==> config.mk <==
export PLATFORM = sky130hd
export DESIGN_NAME = itrm_back
export DESIGN_NICKNAME = d
export VERILOG_FILES = /design/src/design/itrm_pkg.sv /design/src/design/itrm_divider.sv /design/src/design/itrm_back.sv
export SDC_FILE = /design/constraint.sdc
export NUM_CORES = 2
export LEC_CHECK = 0
export ABC_AREA = 0
export ABC_CLOCK_PERIOD_IN_PS = 9800
export BUFFER_PORTS_ARGS = -buffer_cell sky130_fd_sc_hd__buf_2
export CAP_MARGIN = 20
export CORE_ASPECT_RATIO = 1.4
export CORE_MARGIN = 1.5
export CORE_UTILIZATION = 43
export DETAILED_ROUTE_END_ITERATION = 7
export HOLD_SLACK_MARGIN = 0.06
export SYNTH_ARGS = -nofsm -noshare
export SYNTH_HDL_FRONTEND = slang
export SYNTH_HIERARCHICAL = 1
export SYNTH_SLANG_ARGS = --single-unit
export TNS_END_PERCENT = 5
==> constraint.sdc <==
create_clock -name clk -period 9.8 [get_ports clk]
set_clock_uncertainty 0.2 [all_clocks]
set_input_delay 1.96 -clock clk [delete_from_list [all_inputs] [get_ports clk]]
set_output_delay 1.96 -clock clk [all_outputs]
set_load 0.02 [all_outputs]
==> src/design/itrm_pkg.sv <==
// Shared types and constants for the traffic rate meter.
package itrm_pkg;
	localparam logic [2:0] OP_RD_BYTES = 3'd0;
	localparam logic [2:0] OP_RD_MSG   = 3'd1;
	localparam logic [2:0] OP_WR_BYTES = 3'd2;
	localparam logic [2:0] OP_WR_MSG   = 3'd3;
	localparam logic [2:0] OP_UPDATE   = 3'd4;
	localparam logic [55:0] RATE_MAX   = 56'hFF_FFFF_FFFF_FFFF;
	localparam int unsigned RATE_SCALE = 256000;

	typedef struct packed {
		logic [2:0]  opcode;
		logic [2:0]  worker_slot;
		logic [31:0] amount;
		logic [47:0] current_time;
	} in_item_t;

	typedef struct packed {
		logic        side;
		logic [47:0] byte_total;
		logic [47:0] message_total;
		logic [55:0] byte_rate;
		logic [55:0] message_rate;
		logic [55:0] peak_byte_rate;
		logic [55:0] peak_message_rate;
		logic [47:0] latest_time;
		logic        rate_invalid;
		logic        last_of_run;
	} out_item_t;
endpackage

==> src/design/itrm_divider.sv <==
// Restoring divider for rate = floor(delta*256000/iv), one quotient bit per cycle.
module itrm_divider (
	input  logic        clk,
	input  logic        arst_n,
	input  logic        start,
	input  logic [47:0] delta,
	input  logic [47:0] iv,
	output logic        done,
	output logic [55:0] rate
);
	import itrm_pkg::*;

	// numerator below 2^66; 66 quotient bits, saturate to 56
	localparam int NB = 66;
	logic [65:0] num_q;
	logic [48:0] rem_q;
	logic [65:0] quo_q;
	logic [6:0]  cnt_q;
	logic        busy_q;
	logic [47:0] iv_q;
	logic [48:0] trial;
	logic [48:0] diff;

	assign trial = {rem_q[47:0], num_q[65]};
	assign diff  = trial - {1'b0, iv_q};

	always_ff @(posedge clk or negedge arst_n) begin
		if (!arst_n) begin
			busy_q <= 1'b0;
			done   <= 1'b0;
			cnt_q  <= '0;
		end else begin
			done <= 1'b0;
			if (start) begin
				busy_q <= 1'b1;
				cnt_q  <= 7'(NB);
			end else if (busy_q) begin
				cnt_q <= cnt_q - 7'd1;
				if (cnt_q == 7'd1) begin
					busy_q <= 1'b0;
					done   <= 1'b1;
				end
			end
		end
	end

	always_ff @(posedge clk) begin
		if (start) begin
			// delta*256000 = delta*(2^18 - 2^13 + ... ) computed via one 48x18 multiply
			num_q <= 66'(delta) * 66'(RATE_SCALE);
			iv_q  <= iv;
			rem_q <= '0;
			quo_q <= '0;
		end else if (busy_q) begin
			num_q <= {num_q[64:0], 1'b0};
			if (!diff[48]) begin
				rem_q <= diff;
				quo_q <= {quo_q[64:0], 1'b1};
			end else begin
				rem_q <= trial;
				quo_q <= {quo_q[64:0], 1'b0};
			end
		end
	end

	assign rate = (|quo_q[65:56]) ? RATE_MAX : quo_q[55:0];
endmodule

==> src/design/itrm_back.sv <==
// Back end: rate computation, peaks, and result output register.
module itrm_back (
	input  logic               clk,
	input  logic               arst_n,
	input  logic               upd_valid,
	output logic               upd_take,
	input  logic [47:0]        upd_time,
	input  logic [47:0]        tot_rb,
	input  logic [47:0]        tot_rm,
	input  logic [47:0]        tot_wb,
	input  logic [47:0]        tot_wm,
	input  logic [47:0]        max_rt,
	input  logic [47:0]        max_wt,
	output logic               out_valid,
	input  logic               out_stall,
	output itrm_pkg::out_item_t out_data
);
	import itrm_pkg::*;

	typedef enum logic [4:0] {
		ST_IDLE = 5'b00001,
		ST_DIV  = 5'b00010,
		ST_WAIT = 5'b00100,
		ST_RD   = 5'b01000,
		ST_WR   = 5'b10000
	} st_t;

	st_t st_q;
	logic [47:0] prev_q [4];
	logic [47:0] prev_time_q;
	logic [55:0] peak_q [4];
	logic [55:0] rate_q [4];
	logic [47:0] tot_q  [4];
	logic [47:0] grt_q, gwt_q;
	logic        inv_q;
	logic [1:0]  k_q;
	logic [47:0] iv_q;
	logic        div_start;
	logic        div_done;
	logic [55:0] div_rate;
	logic [47:0] iv;
	logic [47:0] dl;

	assign iv = upd_time - prev_time_q;
	assign dl = tot_q[k_q] - prev_q[k_q];
	assign upd_take = (st_q == ST_IDLE) && upd_valid;
	assign div_start = (st_q == ST_DIV);

	itrm_divider u_div (
		.clk(clk), .arst_n(arst_n), .start(div_start),
		.delta(dl), .iv(iv_q), .done(div_done), .rate(div_rate)
	);

	always_ff @(posedge clk or negedge arst_n) begin
		if (!arst_n) begin
			st_q <= ST_IDLE;
			prev_time_q <= '0;
			grt_q <= '0;
			gwt_q <= '0;
			k_q <= '0;
			iv_q <= '0;
			inv_q <= 1'b0;
			for (int i = 0; i < 4; i++) begin
				prev_q[i] <= '0;
				peak_q[i] <= '0;
				rate_q[i] <= '0;
				tot_q[i]  <= '0;
			end
		end else begin
			unique case (st_q)
				ST_IDLE: if (upd_valid) begin
					tot_q[0] <= tot_rb; tot_q[1] <= tot_rm;
					tot_q[2] <= tot_wb; tot_q[3] <= tot_wm;
					if (max_rt > grt_q) grt_q <= max_rt;
					if (max_wt > gwt_q) gwt_q <= max_wt;
					iv_q <= iv;
					inv_q <= (iv == '0) || iv[47];
					prev_time_q <= upd_time;
					k_q <= '0;
					if ((iv == '0) || iv[47]) begin
						for (int i = 0; i < 4; i++) rate_q[i] <= RATE_MAX;
						st_q <= ST_RD;
					end else begin
						st_q <= ST_DIV;
					end
				end
				ST_DIV: st_q <= ST_WAIT;
				ST_WAIT: if (div_done) begin
					rate_q[k_q] <= div_rate;
					if (div_rate > peak_q[k_q]) peak_q[k_q] <= div_rate;
					k_q <= k_q + 2'd1;
					st_q <= (k_q == 2'd3) ? ST_RD : ST_DIV;
				end
				ST_RD: if (!out_stall) begin
					st_q <= ST_WR;
				end
				ST_WR: if (!out_stall) begin
					for (int i = 0; i < 4; i++) prev_q[i] <= tot_q[i];
					st_q <= ST_IDLE;
				end
				default: st_q <= ST_IDLE;
			endcase
		end
	end

	always_comb begin
		out_valid = (st_q == ST_RD) || (st_q == ST_WR);
		out_data.side = (st_q == ST_WR);
		out_data.last_of_run = (st_q == ST_WR);
		out_data.rate_invalid = inv_q;
		if (st_q == ST_WR) begin
			out_data.byte_total = tot_q[2];
			out_data.message_total = tot_q[3];
			out_data.byte_rate = rate_q[2];
			out_data.message_rate = rate_q[3];
			out_data.peak_byte_rate = peak_q[2];
			out_data.peak_message_rate = peak_q[3];
			out_data.latest_time = gwt_q;
		end else begin
			out_data.byte_total = tot_q[0];
			out_data.message_total = tot_q[1];
			out_data.byte_rate = rate_q[0];
			out_data.message_rate = rate_q[1];
			out_data.peak_byte_rate = peak_q[0];
			out_data.peak_message_rate = peak_q[1];
			out_data.latest_time = grt_q;
		end
	end
endmodule

==> qor.csv <==
metric;value;unit
clk slew on worst S/H paths;0.06;ns
die area;0.181;sq mm
Synth Instances;8015;
status;finished clean;
Yosys warnings;6;
GRT Residual Overflow;0;
Avg Inst Size Synth;9.57;sq um
chip height;503;microns
Post-synth EDFFs;103;
initial antenna violation count;26;
cts bufs inserted;139;
core area;0.177;sq mm
worst rel slew slack;24.6;%
HP Class;flop to flop;
vias in the first global route;60300;
layout cell share with drive strength beyond 1;21.9;%
die width;360;microns
Root Buffer;clkbuf_16;
Seq/Total Area, Yosys;41.0;%
max_cap viols;0;
post-synth top area cell;dfrtp_1;
Antenna Nets Post-Route;0;
CP peak stage delay;0.66;ns
Final Hold Fails;0;
vias per cell;5.44;
drt pass-1 iters;6;
routed len/inst;20.1;microns
Synth Register Bits;1258;
fillcell total;16700;
Unique masters post-synth;104;
first-pass GRT wire length;343000;microns
GPL Wtd Cong;0.889;
Setup-failing EPs final;0;
Max clock buf depth;3;
cell area after synthesis;0.0767;sq mm
Detailed Place HPWL;158000;microns
Skew-Pair Late Insertion Delay;0.81;ns
CP arrival;9.80;ns
CTS Sinks;1258;
ys flop type;dfrtp_1;
Final Core Density;49.3;%
Ports;713;
worst slew pin tran;1.13;ns
Initial DRC Count;4011;
Startpoint Class;flop;
crit end category;flop;
GRT Util Overall;24.1;%
crit-path max FO;10;
Final Max Slew Viols;0;
fmax;0.106;GHz
post-synth top area share;33.9;%
most frequent CP cell;fa_1;
Initial Util;43.2;%
Routed WL;221000;microns
DRC violations left;0;
kind of critical path;flop to flop;
Setup TNS Final;0;ns
cell area after placement;0.0824;sq mm
nets@finish;9498;
Crit path required time;10.14;ns
Final Cell Area;0.0874;sq mm
synthesis-to-finish area growth;14.0;%
CTS tree;done;
DR vias;59800;
Clock H-tree levels;4;
Async SR Flop Fraction;82.8;%
CTS Hold Bufs;0;
Mapped Nets;8957;
largest net degree at the start of global routing;172;
CP max-delay cell;or4b_2;
min Tclk post-route;9.46;ns
Synth area leaders;dfrtp_1, nand2_1, mux2_2, ha_1, fa_1;
Rows;183;
FF-to-FF setup slack;0.34;ns
number of port buffers;712;
final critical-path share of the clock period;96.5;%
cell usage after synthesis (10+ instances only):
cell,number
clkbuf_1,303
or2_2,64
and3_1,27
nand2b_1,17
a221oi_1,14
xor2_1,68
mux2_2,559
nand4_1,74
o22a_1,57
nor3_1,95
mux2i_1,77
a21o_1,156
ha_1,417
a211oi_1,28
a31oi_1,29
dfrtp_1,1040
inv_1,716
mux4_2,151
o211ai_1,18
or3_1,10
fa_1,185
o2111ai_1,10
nor2_1,494
nor4_1,16
and2_1,14
a41oi_1,10
o21bai_1,34
o21ai_1,10
buf_6,19
buf_1,36
a211o_1,10
o21ai_0,313
edfxtp_1,103
and4_1,14
o31ai_1,22
nand3_1,64
a21oi_1,351
o21a_1,54
xnor2_1,96
a311oi_2,38
dfxtp_1,114
nand2_1,1870
nor2b_1,35
buf_2,43
flip-flops by register name, indices dropped and copies added, names as in the netlist, 55 cells and up:
signal / flops
prev_q: 192
rate_q: 224
peak_q: 224
u_div/num_q: 55
tot_q: 192
u_div/quo_q: 66
path summary, 6_finish.rpt:
kind	endpoint	cells after the start	startpoint
max	u_div/num_q[63]	32	k_q[0]
min reg2reg	u_div/iv_q[23]	0	iv_q[23]
max reg2reg	u_div/num_q[63]	32	k_q[0]
min	u_div/iv_q[23]	0	iv_q[23]
max in group asynchronous	peak_q[100]	3	arst_n
min in group asynchronous	gwt_q[0]	1	arst_n
layer usage:
layer / vias up / share of wire (%) / global-route usage [%]
li1: 28200 / - / -
met1: 29600 / 41 / 29.6
met2: 1631 / 50 / 42.4
met3: 395 / 5.3 / 3.90
met4: 12 / 3.5 / 8.81
met5: - / 0.040 / 0
timing repair:
| item | in CTS | in global routing |
|---|---|---|
| gates cloned | 0 | 1 |
| setup buffers | 2 | 8 |
| setup endpoints to repair | 1 | 12 |
| resized for setup | 0 | 13 |
| pin swaps | 0 | 1 |
final cells by class:
cell class	count	area (sq um)	area share [%]
tap	2312	2890	3.31
clock inverter	56	785	0.898
clock buffer	196	4020	4.60
sequential	1258	31400	36.0
multi-input combinational	5632	41100	47.0
inverter	719	2720	3.11
antenna	16	40.0	0.0458
timing repair buffer	806	4420	5.06
worst max-delay path: cells and delay by family, from the launching register on:
kind            cells  cell delay, ns
compound gates     14            3.32
fa+ha+maj           6            2.58
buf+inv             6            0.76
flops               1            0.51
mux                 2            0.81
simple gates        4            1.02
cell usage in the layout, fill, tap and decap left out, types with 29 or more instances in the layout:
cell / n
nor2b_1: 35
edfxtp_1: 103
nand3_1: 58
a311oi_2: 38
mux4_2: 151
a21oi_1: 349
nor2_1: 492
inv_1: 714
nor3_1: 95
or2_2: 64
mux2i_1: 77
clkbuf_16: 143
o21a_1: 54
buf_4: 82
o21ai_0: 312
xnor2_1: 96
buf_2: 711
dfxtp_1: 114
ha_1: 417
o22a_1: 57
nand2_1: 1869
a31oi_1: 29
mux2_2: 559
nand4_1: 74
o21bai_1: 34
a21o_1: 156
dfrtp_1: 1037
xor2_1: 68
fa_1: 185
stage by stage:
step / hold slack [ns] / worst slack [ns] / instances
5_1_grt: 0.247 / -0.00306 / 11000
4_1_cts: 0.238 / 0.0399 / 11000
3_5_place_dp: 0.231 / 0.00121 / 10700
6_report: 0.238 / 0.340 / 11000
2_1_floorplan: 0.221 / 0.217 / 8015
3_3_place_gp: 0.231 / 0.146 / 10700
cell families (layout without fill, tap and decap cells):
kind of cell / Yosys count / after routing / synth area share, %
compound gates: 1248 / 1248 / 10.8
xor+xnor: 166 / 166 / 1.92
fa+ha+maj: 602 / 602 / 11.6
buf+inv: 1125 / 1777 / 5.78
flops: 1258 / 1258 / 41.0
mux: 787 / 787 / 13.6
other cells: 0 / 16 / 0
simple gates: 2829 / 2829 / 15.3
Power is left out: the tool's default activity adds up to more than one toggle a clock period on the data nets, which glitch-free logic cannot reach.
